**config.mk**
```make
export PLATFORM = sky130hd
export DESIGN_NAME = kea_front
export DESIGN_NICKNAME = d
export VERILOG_FILES = /design/src/rtl/core/kea_pkg.sv /design/src/rtl/core/kea_front.sv
export SDC_FILE = /design/constraint.sdc
export NUM_CORES = 1
export LEC_CHECK = 0
export BUFFER_PORTS_ARGS = -buffer_cell sky130_fd_sc_hd__buf_4
export CORE_UTILIZATION = 45
export DETAILED_ROUTE_END_ITERATION = 7
export PLACE_DENSITY = 0.9
export REMOVE_ABC_BUFFERS = 1
export SLEW_MARGIN = 20
export SYNTH_ARGS = -nofsm -noshare
export SYNTH_HDL_FRONTEND = slang
export SYNTH_SLANG_ARGS = --single-unit
```
**constraint.sdc**
```tcl
create_clock -name vclk -period 2.92
set_input_delay 0.146 -clock vclk [all_inputs]
set_output_delay 0.146 -clock vclk [all_outputs]
set_load 0.02 [all_outputs]
```
**src/rtl/core/kea_pkg.sv**
```systemverilog
// Shared types, constants and arithmetic helpers for the kinetic energy tensor accumulator.
package kea_pkg;

    localparam int VEL_BITS   = 16;
    localparam int MASS_BITS  = 16;
    localparam int SUM_BITS   = VEL_BITS + 1;
    localparam int MAG_BITS   = SUM_BITS;
    localparam int PROD_BITS  = 2 * MAG_BITS;
    localparam int WGT_BITS   = PROD_BITS + MASS_BITS;
    localparam int ACC_BITS   = 64;
    localparam int SCALE_BITS = 32;
    localparam int FRAC_BITS  = 16;
    localparam int FULL_BITS  = ACC_BITS + SCALE_BITS;
    localparam int NUM_TERMS  = 6;
    localparam int TERM_IDX_BITS = $clog2(NUM_TERMS);
    localparam int QUEUE_DEPTH   = 4;

    localparam logic [SCALE_BITS-1:0] SCALE_RESET = 32'd65536;
    localparam logic [63:0] ROUND_HALF = 64'd32768;

    // Axis codes
    localparam logic [1:0] AX_X = 2'd0;
    localparam logic [1:0] AX_Y = 2'd1;
    localparam logic [1:0] AX_Z = 2'd2;

    // Tensor term slots
    localparam logic [TERM_IDX_BITS-1:0] T_XX = 3'd0;
    localparam logic [TERM_IDX_BITS-1:0] T_YX = 3'd1;
    localparam logic [TERM_IDX_BITS-1:0] T_YY = 3'd2;
    localparam logic [TERM_IDX_BITS-1:0] T_ZX = 3'd3;
    localparam logic [TERM_IDX_BITS-1:0] T_ZY = 3'd4;
    localparam logic [TERM_IDX_BITS-1:0] T_ZZ = 3'd5;

    localparam logic signed [ACC_BITS-1:0] ACC_MAX = {1'b0, {(ACC_BITS-1){1'b1}}};
    localparam logic signed [ACC_BITS-1:0] ACC_MIN = {1'b1, {(ACC_BITS-1){1'b0}}};

    typedef struct packed {
        logic                        box_id;
        logic [MASS_BITS-1:0]        mass;
        logic signed [VEL_BITS-1:0]  vel_now_x;
        logic signed [VEL_BITS-1:0]  vel_now_y;
        logic signed [VEL_BITS-1:0]  vel_now_z;
        logic signed [VEL_BITS-1:0]  vel_half_x;
        logic signed [VEL_BITS-1:0]  vel_half_y;
        logic signed [VEL_BITS-1:0]  vel_half_z;
        logic                        last_particle;
    } kea_in_t;

    typedef struct packed {
        logic                        result_box;
        logic signed [ACC_BITS-1:0]  tensor_xx;
        logic signed [ACC_BITS-1:0]  tensor_yx;
        logic signed [ACC_BITS-1:0]  tensor_yy;
        logic signed [ACC_BITS-1:0]  tensor_zx;
        logic signed [ACC_BITS-1:0]  tensor_zy;
        logic signed [ACC_BITS-1:0]  tensor_zz;
        logic signed [ACC_BITS-1:0]  kinetic_trace;
    } kea_out_t;

    // Classified particle as it sits in the queue
    typedef struct packed {
        logic                        box;
        logic                        last;
        logic [MASS_BITS-1:0]        mass;
        logic signed [SUM_BITS-1:0]  sum_x;
        logic signed [SUM_BITS-1:0]  sum_y;
        logic signed [SUM_BITS-1:0]  sum_z;
    } kea_entry_t;

    // Final sums of one box handed to the scaler
    typedef struct packed {
        logic                                box;
        logic [NUM_TERMS-1:0][ACC_BITS-1:0]  sums;
    } kea_snap_t;

    typedef enum logic [3:0] {
        SCL_IDLE,
        SCL_MAG,
        SCL_MUL_LO,
        SCL_MUL_HI,
        SCL_SUM,
        SCL_SAT,
        SCL_TRACE_A,
        SCL_TRACE_B,
        SCL_OUT
    } kea_scl_state_t;

    // First and second axis of each tensor term
    function automatic logic [1:0] lane_a(input int k);
        logic [1:0] r;
        unique case (k)
            0:       r = AX_X;
            1, 2:    r = AX_Y;
            default: r = AX_Z;
        endcase
        return r;
    endfunction

    function automatic logic [1:0] lane_b(input int k);
        logic [1:0] r;
        unique case (k)
            0, 1, 3: r = AX_X;
            2, 4:    r = AX_Y;
            default: r = AX_Z;
        endcase
        return r;
    endfunction

    // Signed 64-bit add that clamps at the limits
    function automatic logic signed [ACC_BITS-1:0] sat_add64(
        input logic signed [ACC_BITS-1:0] a,
        input logic signed [ACC_BITS-1:0] b
    );
        logic signed [ACC_BITS:0] s;
        logic signed [ACC_BITS-1:0] r;
        s = {a[ACC_BITS-1], a} + {b[ACC_BITS-1], b};
        if (s[ACC_BITS] != s[ACC_BITS-1])
        begin
            r = s[ACC_BITS] ? ACC_MIN : ACC_MAX;
        end
        else
        begin
            r = s[ACC_BITS-1:0];
        end
        return r;
    endfunction

endpackage

```
**src/rtl/core/kea_front.sv**
```systemverilog
// Front part: accepts particles, forms per-axis velocity sums and clamps the box number.
module kea_front #(
    parameter int NUM_BOXES = 2
) (
    input  logic                in_valid,
    output logic                in_ready,
    input  kea_pkg::kea_in_t    in_data,
    input  logic                q_full,
    output logic                q_push,
    output kea_pkg::kea_entry_t q_data
);
    import kea_pkg::*;

    localparam logic [4:0] BOX_LIMIT = 5'(NUM_BOXES);
    localparam logic       BOX_TOP   = 1'(NUM_BOXES - 1);

    assign in_ready = !q_full;
    assign q_push   = in_valid && !q_full;

    // Classify the item
    always_comb
    begin
        q_data.last  = in_data.last_particle;
        q_data.mass  = in_data.mass;
        q_data.box   = ({4'b0, in_data.box_id} >= BOX_LIMIT) ? BOX_TOP : in_data.box_id;
        q_data.sum_x = SUM_BITS'(in_data.vel_now_x) + SUM_BITS'(in_data.vel_half_x);
        q_data.sum_y = SUM_BITS'(in_data.vel_now_y) + SUM_BITS'(in_data.vel_half_y);
        q_data.sum_z = SUM_BITS'(in_data.vel_now_z) + SUM_BITS'(in_data.vel_half_z);
    end

endmodule

```
==> metrics.cfg <==
[worst_setup_path]
path_buf_inv=2
critPathKind=in -> out
slowest_delay_ns=0.43
cp_top_family=compound AO/OA/AOI/OAI gates
cp_max_fo=4
cp.required_ns=2.77
start_kind=input port
crit_chain=buf_4 -> ha_1 -> fa_1 -> a211oi_2 -> o21bai_2 -> a21oi_4 -> o22ai_2 -> mux2_4 -> a211oi_2 -> buf_4
cp_slowest_cell=fa_1
cp-startpoint=in_data[1]
worstPathArrival_ns=2.31
crit_path_end_kind=output pin

[sta]
relSlewSlack_pct=78.8
setup_tns_ns=0
fmax_mhz=408
hold_viol=0
tightestPinTransition_ns=0.316
setup_violations=0
min_period_ns=2.45
maxSlewViolCount=0
grt_setup_unrepaired=no
fin_crit_sh_pct=84.0

[synth]
yosys.area.top_type=ha_1
synthCells=301
ys_types=54
synth_warnings=0
ys_top_cells_by_area=ha_1 (25%), xnor2_1 (8.5%), a21oi_1 (7.6%)
avgSynthCellArea_sq_um=7.86
netlist_top_cells_count=ha_1 (48), a21oi_1 (36), xnor2_1 (23)
yosysSeqAreaShare_pct=0
syn_area_sq_um=2360
synth_top_area_share_pct=25.4
synth_most_common_cell=ha_1

[drt]
first_iter_violations=74
drc=0
routed-via-count=2818
drtPass1Iterations=4
wl_microns=7250
via_per_inst=5.61
wl_per_cell_microns=14.4
antenna_left=0

[clocking]
post_cts_buffers=0
cts_resized=0
hold_buffers=0

[grt]
grt_max_degree=9
grt_pass1_vias=2598
track_usage_pct=24.6
grt_pass1_wl_microns=10900
antenna_found_initial=0
grt_overflow=0

[power_and_ir_drop]
swShare_pct=53.3
pwr_density_cell_nw_per_um2=304
pwr-share-clk_pct=0
ir_drop_mv=0.176
p_seq_share_pct=0
finalPower_w=0.00105
p_int_w=0.000489
p_sw_w=0.000558
p_comb_share_pct=100.0
p_leak_nw=1.76

[cells_and_area]
nets=601
n_clock_buffer=0
multi_input_area_sq_um=2180
area_growth_pct=45.5
fin_util_pct=67.8
drive_gt1_share_pct=39.6
num-fill-cells=460
regArea_sq_um=0
antenna-diode-count=0
seq_cell_count=0

[floorplan]
initial_core_util_pct=46.6
fp.dieH_microns=74.5
core_area_sq_um=5070
die_w_microns=74.5
num_rows=26
dieArea_sq_um=5550
io_pins=187

[place]
io_buffers=151
dp_hpwl_microns=6510
globalplace.congestion=0.866

[run]
maxCapViolations=0

[hold_path]
worstHoldEndpoint=q_data[67]
hold_depth=0
min-delay-start=in_data[0]
hp-class=in -> out

[run_status]
status=completed

## through the flow
step	hold slack [ns]	setup slack (ns)	area, sq um	std cells
floorplan	0.292	0.681	2220	281
global placement	0.292	0.546	3440	502
detailed placement	0.292	0.478	3440	502
CTS	0.292	0.474	3440	502
global route	0.292	0.360	3440	502
finish	0.292	0.468	3440	502
## area by class of cell
type / instances / share of cell area (%)
inverter: 11 / 1.20
multi-input combinational: 270 / 63.3
timing repair buffer: 151 / 32.9
tap: 70 / 2.55
## how the worst max path moves through the flow
stage | endpoint | slack [ns] | cells past startpoint
after global placement | q_data[14] | 0.55 | 10
final | q_data[14] | 0.47 | 10
after floorplan | q_data[14] | 0.68 | 8
after detailed placement | q_data[14] | 0.48 | 10
after global routing | q_data[14] | 0.36 | 10
after CTS | q_data[14] | 0.47 | 10
## cells in the final DEF (no fill, tap or decap), drive strengths merged, types with 2 or more instances in the layout
cell type and count:
buf 151, ha 48, a21oi 38, xnor2 23
nor2 17, o21ai 17, nand2 16, xor2 14
a21o 13, inv 11, nand3 8, a211oi 8
and3 6, nand4 6, nor2b 4, o211ai 4
nor3 4, o21bai 4, a31oi 4, o21a 3
mux2i 3, and2 3, fa 3, a41o 2
o221ai 2, o311ai 2, nor4 2, a311oi 2
## cell families (layout without fill, tap and decap cells)
group / Yosys count / after routing / share of synthesized area [%]
buf+inv: 31 / 162 / 7.88
xor+xnor: 37 / 37 / 13.7
compound gates: 107 / 107 / 33.1
simple gates: 71 / 71 / 15.5
fa+ha+maj: 51 / 51 / 27.9
mux: 4 / 4 / 1.90
## power by group through the flow
stage / sequential (W) / clock [W] / combinational, W
final: 0 / 0 / 0.00105
after global routing: 0 / 0 / 0.00113
after CTS: 0 / 0 / 0.00105
after detailed placement: 0 / 0 / 0.00104
after global placement: 0 / 0 / 0.00102
after floorplan: 0 / 0 / 0.000638
## per-layer routing
metal	GRT usage, %	wire, microns	part of all wire, %	vias up
li1	-	-	-	1388
met1	26.6	2720	37	1279
met2	46.0	3620	50	137
met3	8.13	759	10	12
met4	3.56	102	1.4	2
met5	7.41	50	0.69	-
No activity file was read; power rests on OpenSTA's default activity.
