--- src/rtl/core/kea_queue.sv ---
// Small register FIFO between the front and back parts.
module kea_queue #(
    parameter int WIDTH = 8,
    parameter int DEPTH = 4
) (
    input  logic             clk,
    input  logic             rst_n,
    input  logic             push,
    input  logic [WIDTH-1:0] push_data,
    output logic             full,
    input  logic             pop,
    output logic [WIDTH-1:0] pop_data,
    output logic             empty
);
    localparam int PTR_BITS = (DEPTH > 1) ? $clog2(DEPTH) : 1;
    localparam int CNT_BITS = $clog2(DEPTH + 1);
    localparam logic [PTR_BITS-1:0] PTR_LAST = PTR_BITS'(DEPTH - 1);
    localparam logic [CNT_BITS-1:0] CNT_FULL = CNT_BITS'(DEPTH);

    logic [WIDTH-1:0]    slot_reg [DEPTH];
    logic [PTR_BITS-1:0] wr_ptr_reg, wr_ptr_next;
    logic [PTR_BITS-1:0] rd_ptr_reg, rd_ptr_next;
    logic [CNT_BITS-1:0] count_reg, count_next;
    logic                do_push, do_pop;

    assign full     = (count_reg == CNT_FULL);
    assign empty    = (count_reg == '0);
    assign pop_data = slot_reg[rd_ptr_reg];
    assign do_push  = push && !full;
    assign do_pop   = pop && !empty;

    // Advance pointers and occupancy
    always_comb
    begin
        wr_ptr_next = wr_ptr_reg;
        rd_ptr_next = rd_ptr_reg;
        count_next  = count_reg;
        if (do_push)
        begin
            wr_ptr_next = (wr_ptr_reg == PTR_LAST) ? '0 : wr_ptr_reg + 1'b1;
        end
        if (do_pop)
        begin
            rd_ptr_next = (rd_ptr_reg == PTR_LAST) ? '0 : rd_ptr_reg + 1'b1;
        end
        if (do_push && !do_pop)
        begin
            count_next = count_reg + 1'b1;
        end
        else if (do_pop && !do_push)
        begin
            count_next = count_reg - 1'b1;
        end
    end

    always_ff @(posedge clk or negedge rst_n)
    begin
        if (!rst_n)
        begin
            wr_ptr_reg <= '0;
            rd_ptr_reg <= '0;
            count_reg  <= '0;
        end
        else
        begin
            wr_ptr_reg <= wr_ptr_next;
            rd_ptr_reg <= rd_ptr_next;
            count_reg  <= count_next;
        end
    end

    // Store the pushed item
    always_ff @(posedge clk)
    begin
        if (do_push)
        begin
            slot_reg[wr_ptr_reg] <= push_data;
        end
    end

endmodule

--- config.mk ---
export PLATFORM = sky130hd
export DESIGN_NAME = kea_queue
export DESIGN_NICKNAME = d
export VERILOG_FILES = /design/src/rtl/core/kea_queue.sv
export SDC_FILE = /design/constraint.sdc
export NUM_CORES = 1
export LEC_CHECK = 0
export BUFFER_PORTS_ARGS = -buffer_cell sky130_fd_sc_hd__buf_4
export CAP_MARGIN = 0
export CORE_ASPECT_RATIO = 0.75
export CORE_UTILIZATION = 55
export DETAILED_ROUTE_END_ITERATION = 6
export GPL_TIMING_DRIVEN = 0
export PLACE_DENSITY = 0.85
export SLEW_MARGIN = 10
export SYNTH_ARGS = -nofsm -noshare
export SYNTH_HDL_FRONTEND = slang
export SYNTH_SLANG_ARGS = --single-unit
export TNS_END_PERCENT = 100
--- constraint.sdc ---
create_clock -name clk -period 2.35 [get_ports clk]
set_input_delay 0.235 -clock clk [delete_from_list [all_inputs] [get_ports clk]]
set_output_delay 0.235 -clock clk [all_outputs]
set_load 0.03 [all_outputs]
==> summary.md, run 1 <==
| Metric | Value |
|---|---|
| Clk slew on worst S/H paths | approximately 0.070 ns |
| Unrepaired setup endpoints after global routing | no |
| Max incr delay on CP | 0.47 ns |
| Reg2Reg Setup Slack | around 0.37 ns |
| Leakage power total | 0.000735 uW |
| Worst EP arrival | ~2.2 ns |
| Post-Syn Area | 0.00162 mm2 |
| Overflow after GRT | 0 |
| Slowest-stage cell, CP | dfrtp_1 |
| Critical-path cell list | nor3_2 -> nand2b_4 -> ha_1 -> inv_1 -> fa_1 -> xor2_1 -> nor2_1 -> xor2_1 |
| Die height | 49.0 um |
| Most frequent CP cell | xor2_1 |
| Final Hold Viols | 0 |
| Initial DRC count | 16 |
| Die width | 64.7 um |
| Num rows | 16 |
| Total power | ~2500 uW |
| IO Port Bufs | 21 |
| Core ar. | 0.00270 mm2 |
| Yosys warns | 0 |
| Slew margin rel. | 0.634 |
| Register area share after synthesis | 0.701 |
| Synthesized area per cell | 20.5 um2 |
| DP Wirelength | 1.69 mm |
| Required @ worst endpoint | approximately 2.6 ns |
| Max reg flops | 32 |
| Die area | 0.00317 mm2 |
| Routed wire per std cell | between 15 and 20 um |
| Clock Root Buffer | clkbuf_8 |
| Max Cap Violations | 0 |
| Mapped Cells | 79 |
| Post-Syn Nets | just under 100 |
| Clk pwr share | 0.174 |
| P_int | ~1700 uW |
| Final #Nets | around 130 |
| P_sw | ~850 uW |
| CP Class | reg -> reg |
| RePlAce Congestion | 0.681 |
| Count of final max-slew check failures | 0 |
| Via count | between 700 and 800 |
| Critical Path Source | count_reg[0]$_DFFE_PN0P_ |
| First-pass GRT wire length | 3.83 mm |
| Drt total wl | approximately 2.3 mm |
| H-tree depth | 2 |
| R2r endpoint | count_reg[2]$_DFFE_PN0P_ |
| Detailed-route DRC error count | 0 |
| I/O pin count | 22 |
| Post-DR vias/cell | 5.21 |
| Largest delay contributor family on the critical path | adder cells |
| WP depth | 8 |
| Skew-Pair Late Insertion Delay | 0.28 ns |
| Worst slew pin tran | 0.549 ns |
| Placed Instances | ~140 |
| Startpoint types | register |
| Combinational share of power | 0.412 |
| Reg2reg start | count_reg[0]$_DFFE_PN0P_ |
| Detailed Routing Iterations Pass 1 | 3 |
| Vias in the first global route | about 800 |
| Layout cells sized above 1 | 0.468 |
| VDD IR max | 0.659 mV |
| Worst min path class | in -> reg |
| Crit end category | register |
| Largest net degree at the start of global routing | 13 |
| Crit path buf inv count | 1 |
| Antenna violations before repair | 0 |
| Worst setup endpoint | count_reg[2]$_DFFE_PN0P_ |
| R2R cell count | 8 |
| Yosys cell types | 19 |
| Post-synthesis register bit count | 39 |
| Sequential Power Share | 0.414 |
| Clk sinks | 39 |
| Sw Ratio | 0.339 |
| Post-route antenna net violation count | 0 |
| CTS tree | built |
| Final Critical Period | 1.98 ns |
| CTS Buffer Depth | 2 |
| Status | finished, final reports clean |
| Total track usage | 0.179 |
| Final clock skew | roughly 0.0045 ns |
| Final setup viols | 0 |
| Initial core utilization | 0.600 |
| Filler-free cell count of the finished design | 145 |
| FMAX | a little over 500 MHz |
| Antenna diodes | 0 |
| CP max FO | 4 |
| TNS Setup | 0 ns |
| Final period utilization | 0.842 |
| Area Growth Syn to Fin | 19.1% |
| Power Density | around 1300 mW/mm2 |
| CTS buffer count | 5 |
-- per-stage QoR --
step,hold WS [ns],cell area (um2),setup slack (ns),utilization
after global placement,0.0500,1830,0.431,0.676
final,0.154,1930,0.370,0.714
after global routing,0.137,1930,0.228,0.714
after floorplan,-0.0606,1630,0.127,-
after detailed placement,0.0522,1830,0.374,0.676
after CTS,0.141,1930,0.348,0.714
-- power by group through the flow --
stage | Sequential, uW | Combinational [uW] | Clock [uW]
CTS | 1040 | 1050 | 453
global placement | 1040 | 1010 | 0
floorplan | 1030 | 767 | 0
finish | 1040 | 1030 | 436
global route | 1060 | 1120 | 481
detailed placement | 1050 | 1050 | 0
-- worst min path at each step --
stage,start,to,slack [ns],depth (start not counted)
5_1_grt,push_data[7],slot_reg[3][7]$_DFFE_PP_,0.14,1
3_3_place_gp,rst_n,count_reg[2]$_DFFE_PN0P_,0.05,1
6_report,push_data[5],slot_reg[0][5]$_DFFE_PP_,0.15,1
2_1_floorplan,rst_n,count_reg[0]$_DFFE_PN0P_,-0.06,0
3_5_place_dp,rst_n,count_reg[2]$_DFFE_PN0P_,0.05,1
4_1_cts,push_data[5],slot_reg[3][5]$_DFFE_PP_,0.14,1
-- placed cells by master, fill, tap and decap left out, drive strengths merged --
master	count
mux2	5
nor2b	1
xnor2	1
buf	24
nand2b	1
edfxtp	32
and2	4
nor3b	1
fa	1
inv	3
dfrtp	7
mux4	8
dlygate4sd3	1
clkinv	1
nor3	1
xor2	2
ha	6
clkbuf	7
nor2	3
-- Yosys cell counts --
| cell type | count | share of area |
|---|---|---|
| and2_2 | 4 | 0.019 |
| buf_1 | 1 | 0.0023 |
| buf_2 | 1 | 0.0031 |
| buf_6 | 1 | 0.0069 |
| dfrtp_1 | 7 | 0.11 |
| edfxtp_1 | 32 | 0.59 |
| fa_1 | 1 | 0.012 |
| ha_1 | 6 | 0.046 |
| inv_1 | 3 | 0.0069 |
| mux2_2 | 3 | 0.021 |
| mux2_4 | 2 | 0.019 |
| mux4_2 | 8 | 0.11 |
| nand2b_4 | 1 | 0.0085 |
| nor2_1 | 3 | 0.0069 |
| nor2b_2 | 1 | 0.0054 |
| nor3_1 | 1 | 0.0031 |
| nor3b_4 | 1 | 0.012 |
| xnor2_1 | 1 | 0.0054 |
| xor2_1 | 2 | 0.011 |
-- layer usage --
layer  vias to the layer above  track usage  share of wire
met5                         -            0              0
met4                         0       0.0741          0.011
met3                         4       0.0561          0.031
met2                        14        0.284           0.55
met1                       382        0.230           0.41
li1                        356            -              -
-- cell families (layout without fill, tap and decap cells) --
logic type	Yosys count	count (layout)	synth area share
XOR/XNOR	3	3	0.0162
buffers and inverters	6	36	0.0193
AND/OR/NAND/NOR	11	11	0.0541
adder cells (fa/ha/maj)	7	7	0.0587
multiplexers	13	13	0.151
flip-flops	39	39	0.701
-- worst reg2reg max path, stage by stage (launching register included) --
cell and delay (ns):
dfrtp_1 0.47, nor3_2 0.24, nand2b_4 0.18, ha_1 0.18, inv_1 0.06, fa_1 0.37
xor2_1 0.15, nor2_1 0.11, xor2_1 0.15
-- cell type report --
cell class	instances	area (um2)
clock inverters	1	5.00
plain buffers	3	20.0
clock buffers	7	86.3
inverters	3	11.3
flip-flops and latches	39	1140
well taps	36	45.0
multi-input cells	34	458
repair buffers	22	168
fillers	154	773
-- timing repair --
item | 4_1_cts | 5_1_grt
endpoints found under the hold margin | 7 | 0
endpoints found under the setup margin | 0 | 0
buffers inserted | 0 | 0
gates resized for setup | 0 | 0
hold buffers | 1 | 0
No activity file was read; power rests on OpenSTA's default activity.
==> run 2, diff against run 1 <==
==> constraint.sdc (replaced) <==
create_clock -name clk -period 1.9 [get_ports clk]
set_input_delay 0.19 -clock clk [delete_from_list [all_inputs] [get_ports clk]]
set_output_delay 0.19 -clock clk [all_outputs]
set_load 0.03 [all_outputs]
==> summary.md, run 2 (synthesis results as in run 1) <==
| Metric | Value |
|---|---|
| Max reg flops | 32 (unchanged) |
| Crit path buf inv count | 2 (+1) |
| Final period utilization | 0.994 (+0.152) |
| Skew-Pair Late Insertion Delay | 0.29 ns (about the same) |
| Required @ worst endpoint | 2.08 ns (-0.47 ns) |
| Max Cap Violations | 0 (unchanged) |
| Routed wire per std cell | 17.6 um (+8.5%) |
| Clock Root Buffer | clkbuf_8 |
| Antenna violations before repair | 0 (unchanged) |
| Die height | 49.0 um (unchanged) |
| Detailed-route DRC error count | 0 (unchanged) |
| Worst min path class | in -> reg |
| TNS Setup | 0 ns (unchanged) |
| Die area | 0.00317 mm2 (unchanged) |
| Slowest-stage cell, CP | dfrtp_2 |
| Post-DR vias/cell | 5.42 (+4.0%) |
| IO Port Bufs | 21 (unchanged) |
| Final Hold Viols | 0 (unchanged) |
| Final clock skew | 0.00531 ns (+0.000764 ns) |
| Largest net degree at the start of global routing | 13 (unchanged) |
| I/O pin count | 22 (unchanged) |
| RePlAce Congestion | 0.670 (-1.6%) |
| Detailed Routing Iterations Pass 1 | 4 (+1) |
| Num rows | 16 (unchanged) |
| H-tree depth | 2 (unchanged) |
| Final setup viols | 0 (unchanged) |
| CP Class | reg -> reg |
| DP Wirelength | 1.76 mm (+4.0%) |
| Most frequent cells in the layout | 32 x edfxtp_1, 29 x buf_4, 8 x mux4_2 |
| Count of final max-slew check failures | 0 (unchanged) |
| Fill count | 149 (-3.2%) |
| Vias in the first global route | 863 (+7.6%) |
| Total track usage | 0.188 (+0.00833) |
| Initial DRC count | 21 (+5) |
| FMAX | 529 MHz (+4.8%) |
| Slew margin rel. | 0.836 (+0.202) |
| Die width | 64.7 um (unchanged) |
| Unrepaired setup endpoints after global routing | yes |
| CTS buffer count | 5 (unchanged) |
| Initial core utilization | 0.600 (unchanged) |
| Crit end category | register |
| Post-route antenna net violation count | 0 (unchanged) |
| First-pass GRT wire length | 3.92 mm (+2.4%) |
| Leakage power total | 0.000770 uW (+4.8%) |
| CTS Buffer Depth | 2 (unchanged) |
| Max incr delay on CP | 0.45 ns (-0.02 ns) |
| Clk sinks | 39 (unchanged) |
| Drt total wl | 2.67 mm (+14%) |
| Filler-free cell count of the finished design | 152 (+4.8%) |
| Startpoint types | register |
| Core ar. | 0.00270 mm2 (unchanged) |
| Clk slew on worst S/H paths | 0.07 ns (about the same) |
| Worst EP arrival | 2.06 ns (-0.12 ns) |
| Critical-path cell list | nor3b_4 -> nor2b_2 -> buf_6 -> ha_4 -> inv_2 -> fa_2 -> mux2_4 |
| Overflow after GRT | 0 (unchanged) |
| Commonest non-fill, non-tap cell in the layout | edfxtp_1 |
| Final #Nets | 134 (+5.5%) |
| Status | finished, final reports clean |
| Antenna diodes | 0 (unchanged) |
| Worst slew pin tran | 0.246 ns (-0.303 ns) |
| Power Density | 1640 mW/mm2 (+26%) |
| CP max FO | 3 (-1) |
| VDD IR max | 0.902 mV (+37%) |
| Final Critical Period | 1.89 ns (-0.0912 ns) |
| Layout cells sized above 1 | 0.552 (+0.0838) |
| Area Growth Syn to Fin | 23.9% |
| CTS tree | built |
| Largest delay contributor family on the critical path | adder cells |
| Via count | 824 (+9.0%) |
| Placed Instances | 136 (unchanged) |
run 2: cell type report:
class / instances / area, um2 / area share
repair buffers: 29 / 220 / 0.110
clock buffers: 6 / 72.6 / 0.0362
multi-input cells: 34 / 483 / 0.241
clock inverters: 2 / 12.5 / 0.00623
well taps: 36 / 45.0 / 0.0224
flip-flops and latches: 39 / 1140 / 0.567
plain buffers: 3 / 23.8 / 0.0118
inverters: 3 / 11.3 / 0.00561
run 2: path summary, 6_finish.rpt:
path | from | to | slack [ns] | cells after the start
worst max-delay path | count_reg[1]$_DFFE_PN0P_ | count_reg[1]$_DFFE_PN0P_ | 0.01 | 7
worst min-delay path | push_data[1] | slot_reg[1][1]$_DFFE_PP_ | 0.10 | 1
worst max register to register | count_reg[1]$_DFFE_PN0P_ | count_reg[1]$_DFFE_PN0P_ | 0.01 | 7
worst min register to register | wr_ptr_reg[1]$_DFFE_PN0P_ | wr_ptr_reg[1]$_DFFE_PN0P_ | 0.60 | 1
max in group asynchronous | rst_n | count_reg[0]$_DFFE_PN0P_ | 1.51 | 2
min in group asynchronous | rst_n | count_reg[1]$_DFFE_PN0P_ | 0.26 | 2
run 2: power by group:
| group | total, uW | internal [uW] | switching, uW |
|---|---|---|---|
| clock | 528 | 256 | 272 |
| sequential | 1300 | 1160 | 131 |
| combinational | 1460 | 723 | 741 |
run 2: worst reg2reg max path, cell delays in order (launching register included):
cell and delay (ns):
dfrtp_2 0.45, nor3b_4 0.24, nor2b_2 0.07, buf_6 0.12
ha_4 0.15, inv_2 0.05, fa_2 0.42, mux2_4 0.28
run 2: stage by stage:
stage | util | power, uW | hold WS [ns] | setup slack (ns) | area, um2
finish | 0.743 | 3290 | 0.100 | 0.0114 | 2010
global route | 0.743 | 3440 | 0.0903 | -0.0394 | 2010
CTS | 0.730 | 3240 | 0.0869 | 0.0111 | 1970
detailed placement | 0.684 | 2660 | 0.00608 | -0.0452 | 1850
global placement | 0.684 | 2570 | 0.00651 | 0.0188 | 1850
floorplan | - | 2250 | -0.106 | -0.137 | 1650
run 2: repair_timing:
item	in CTS	in global routing
setup endpoints to repair	10	10
hold buffers	1	0
buffers inserted	3	4
resized for setup	3	2
hold endpoints to repair	7	0
cloned	0	0
pin swaps	2	4
run 2: metal layers:
layer / up-vias / track usage / share of wire
met5: - / 0 / 0
li1: 370 / - / -
met2: 24 / 0.312 / 0.53
met3: 7 / 0.0491 / 0.043
met4: 0 / 0.137 / 0.025
met1: 423 / 0.208 / 0.40
==> run 3, diff against run 2 <==
--- a/config.mk
+++ b/config.mk
@@ -12,6 +12,7 @@
 export DETAILED_ROUTE_END_ITERATION = 6
 export GPL_TIMING_DRIVEN = 0
 export PLACE_DENSITY = 0.85
+export REMOVE_ABC_BUFFERS = 1
 export SLEW_MARGIN = 10
 export SYNTH_ARGS = -nofsm -noshare
 export SYNTH_HDL_FRONTEND = slang
==> summary.md, run 3 (synthesis results as in run 1) <==
| Metric | Value |
|---|---|
| Area Growth Syn to Fin | 27.6% |
| Power Density | 1730 mW/mm2 (+5.5%) |
| Leakage power total | 0.000805 uW (+4.6%) |
| Reg2Reg Setup Slack | -0.05 ns (-0.06 ns) |
| Initial core utilization | 0.600 (unchanged) |
| Filler-free cell count of the finished design | 156 (+2.6%) |
| Worst min path class | in -> reg |
| Die width | 64.7 um (unchanged) |
| Layout cells sized above 1 | 0.575 (+0.0233) |
| CP Class | reg -> reg |
| Worst setup endpoint | count_reg[2]$_DFFE_PN0P_ |
| Crit end category | register |
| CTS buffer count | 5 (unchanged) |
| FMAX | 513 MHz (-3.1%) |
| Final Hold Viols | 0 (unchanged) |
| R2R cell count | 8 (+1) |
| Initial DRC count | 44 (+110%) |
| Overflow after GRT | 0 (unchanged) |
| Clock Root Buffer | clkbuf_8 |
| H-tree depth | 2 (unchanged) |
| Die height | 49.0 um (unchanged) |
| Count of final max-slew check failures | 0 (unchanged) |
| Failing checks | setup timing |
| Clk sinks | 39 (unchanged) |
| Fill count | 142 (-4.7%) |
| Final #Nets | 138 (+3.0%) |
| Core ar. | 0.00270 mm2 (unchanged) |
| Critical Path Source | count_reg[1]$_DFFE_PN0P_ |
| Antenna violations before repair | 0 (unchanged) |
| Final WS setup | -0.0494 ns (-0.0608 ns) |
| RePlAce Congestion | 0.688 (+2.7%) |
| Skew-Pair Late Insertion Delay | 0.30 ns (about the same) |
| Final clock skew | 0.0131 ns (+0.00775 ns) |
| I/O pin count | 22 (unchanged) |
| Commonest non-fill, non-tap cell in the layout | buf_4 |
| Detailed-route DRC error count | 0 (unchanged) |
| Startpoint types | register |
| CP max FO | 3 (unchanged) |
| Worst Hold Margin | 0.0846 ns (-0.0158 ns) |
| Max reg flops | 32 (unchanged) |
| Die area | 0.00317 mm2 (unchanged) |
| Antenna diodes | 0 (unchanged) |
| Post-DR vias/cell | 5.73 (+5.7%) |
| Max Cap Violations | 0 (unchanged) |
| Num rows | 16 (unchanged) |
| Placed Instances | 133 (-2.2%) |
| Required @ worst endpoint | 2.08 ns (about the same) |
| Status | finished, violations left |
| Final core area utilization | 0.765 (+0.0227) |
| CTS tree | built |
| R2r endpoint | count_reg[2]$_DFFE_PN0P_ |
| Reg2reg start | count_reg[1]$_DFFE_PN0P_ |
| Clk slew on worst S/H paths | 0.08 ns (about the same) |
| Vias in the first global route | 924 (+7.1%) |
| VDD IR max | 1.16 mV (+29%) |
| IO Port Bufs | 21 (unchanged) |
| Slew margin rel. | 0.673 (-0.163) |
| Detailed Routing Iterations Pass 1 | 4 (unchanged) |
| Final setup viols | 2 (+2) |
| Largest net degree at the start of global routing | 13 (unchanged) |
| First-pass GRT wire length | 4.93 mm (+26%) |
| Worst slew pin tran | 0.490 ns (+0.244 ns) |
| Final Critical Period | 1.95 ns (+0.0608 ns) |
| Routed wire per std cell | 21.7 um (+24%) |
| Post-route antenna net violation count | 0 (unchanged) |
| Total track usage | 0.235 (+0.0477) |
| Unrepaired setup endpoints after global routing | yes |
| Final period utilization | 1.03 (+0.0320) |
| Via count | 894 (+8.5%) |
| DP Wirelength | 1.75 mm (-0.17%) |
| Drt total wl | 3.39 mm (+27%) |
| Most frequent cells in the layout | 34 x buf_4, 32 x edfxtp_1, 8 x mux4_2, 5 x ha_1, 5 x clkbuf_8 |
| Pre-CTS setup slack | -0.185 ns (-0.139 ns) |
| CTS Buffer Depth | 2 (unchanged) |
| Worst EP arrival | 2.13 ns (+0.07 ns) |
run 3: changes by cell type in the layout (fill, tap and decap cells not counted):
cell / change
buf_4: +5
bufinv_16: +1
clkbuf_1: +1
clkbuf_2: -1
clkinv_2: -1
clkinvlp_4: -1
dfrtp_1: -2
dfrtp_2: +2
nor2b_2: -1
nor2b_4: +1
run 3: worst min path at each step:
stage                       startpoint                         to  slack, ns  depth (start not counted)
after global placement           rst_n  wr_ptr_reg[0]$_DFFE_PN0P_      0.008                          1
after floorplan                  rst_n   count_reg[0]$_DFFE_PN0P_      -0.11                          0
after global routing      push_data[0]   slot_reg[1][0]$_DFFE_PP_       0.08                          1
after CTS                 push_data[0]   slot_reg[1][0]$_DFFE_PP_       0.09                          1
final                     push_data[0]   slot_reg[3][0]$_DFFE_PP_       0.08                          1
after detailed placement         rst_n  wr_ptr_reg[0]$_DFFE_PN0P_       0.01                          1
run 3: area by class of cell:
| cell class | count | area [um2] | area share |
|---|---|---|---|
| clock buffer | 7 | 76.3 | 0.0369 |
| clock inverter | 1 | 30.0 | 0.0145 |
| inverter | 3 | 11.3 | 0.00544 |
| multi-input combinational | 34 | 488 | 0.236 |
| sequential | 39 | 1140 | 0.552 |
| tap | 36 | 45.0 | 0.0218 |
| timing repair buffer | 36 | 277 | 0.134 |
run 3: per-layer routing:
layer | share of wire | vias up | GRT usage
met1 | 0.38 | 471 | 0.277
met2 | 0.54 | 36 | 0.396
met3 | 0.062 | 9 | 0.0864
met5 | 0 | - | 0
met4 | 0.017 | 0 | 0.0852
li1 | - | 378 | -
run 3: repair_timing:
item,in CTS,in global routing
pin swaps,2,5
hold buffers,1,0
endpoints found under the setup margin,10,3
gates resized for setup,7,6
endpoints found under the hold margin,7,0
buffers inserted,11,4
run 3: critical path: stages (launching register included):
cell      delay [ns]
dfrtp_2         0.45
nor3_4          0.22
nand2b_4        0.17
ha_4            0.14
inv_2           0.04
fa_2            0.37
xor2_1          0.19
nor2_1          0.08
xor2_1          0.15
run 3: report_power, final:
| group | total (uW) | switching (uW) | internal (uW) |
|---|---|---|---|
| Clock | 678 | 285 | 393 |
| Sequential | 1400 | 230 | 1170 |
| Combinational | 1500 | 724 | 777 |
run 3: stage by stage:
step | instance area, um2 | TNS, ns | total power (uW)
2_1_floorplan | 1600 | -1.43 | 2180
3_3_place_gp | 1800 | -0.143 | 2500
3_5_place_dp | 1800 | -0.289 | 2580
4_1_cts | 2020 | -0.00479 | 3430
5_1_grt | 2070 | -0.174 | 3750
6_report | 2070 | -0.0793 | 3580
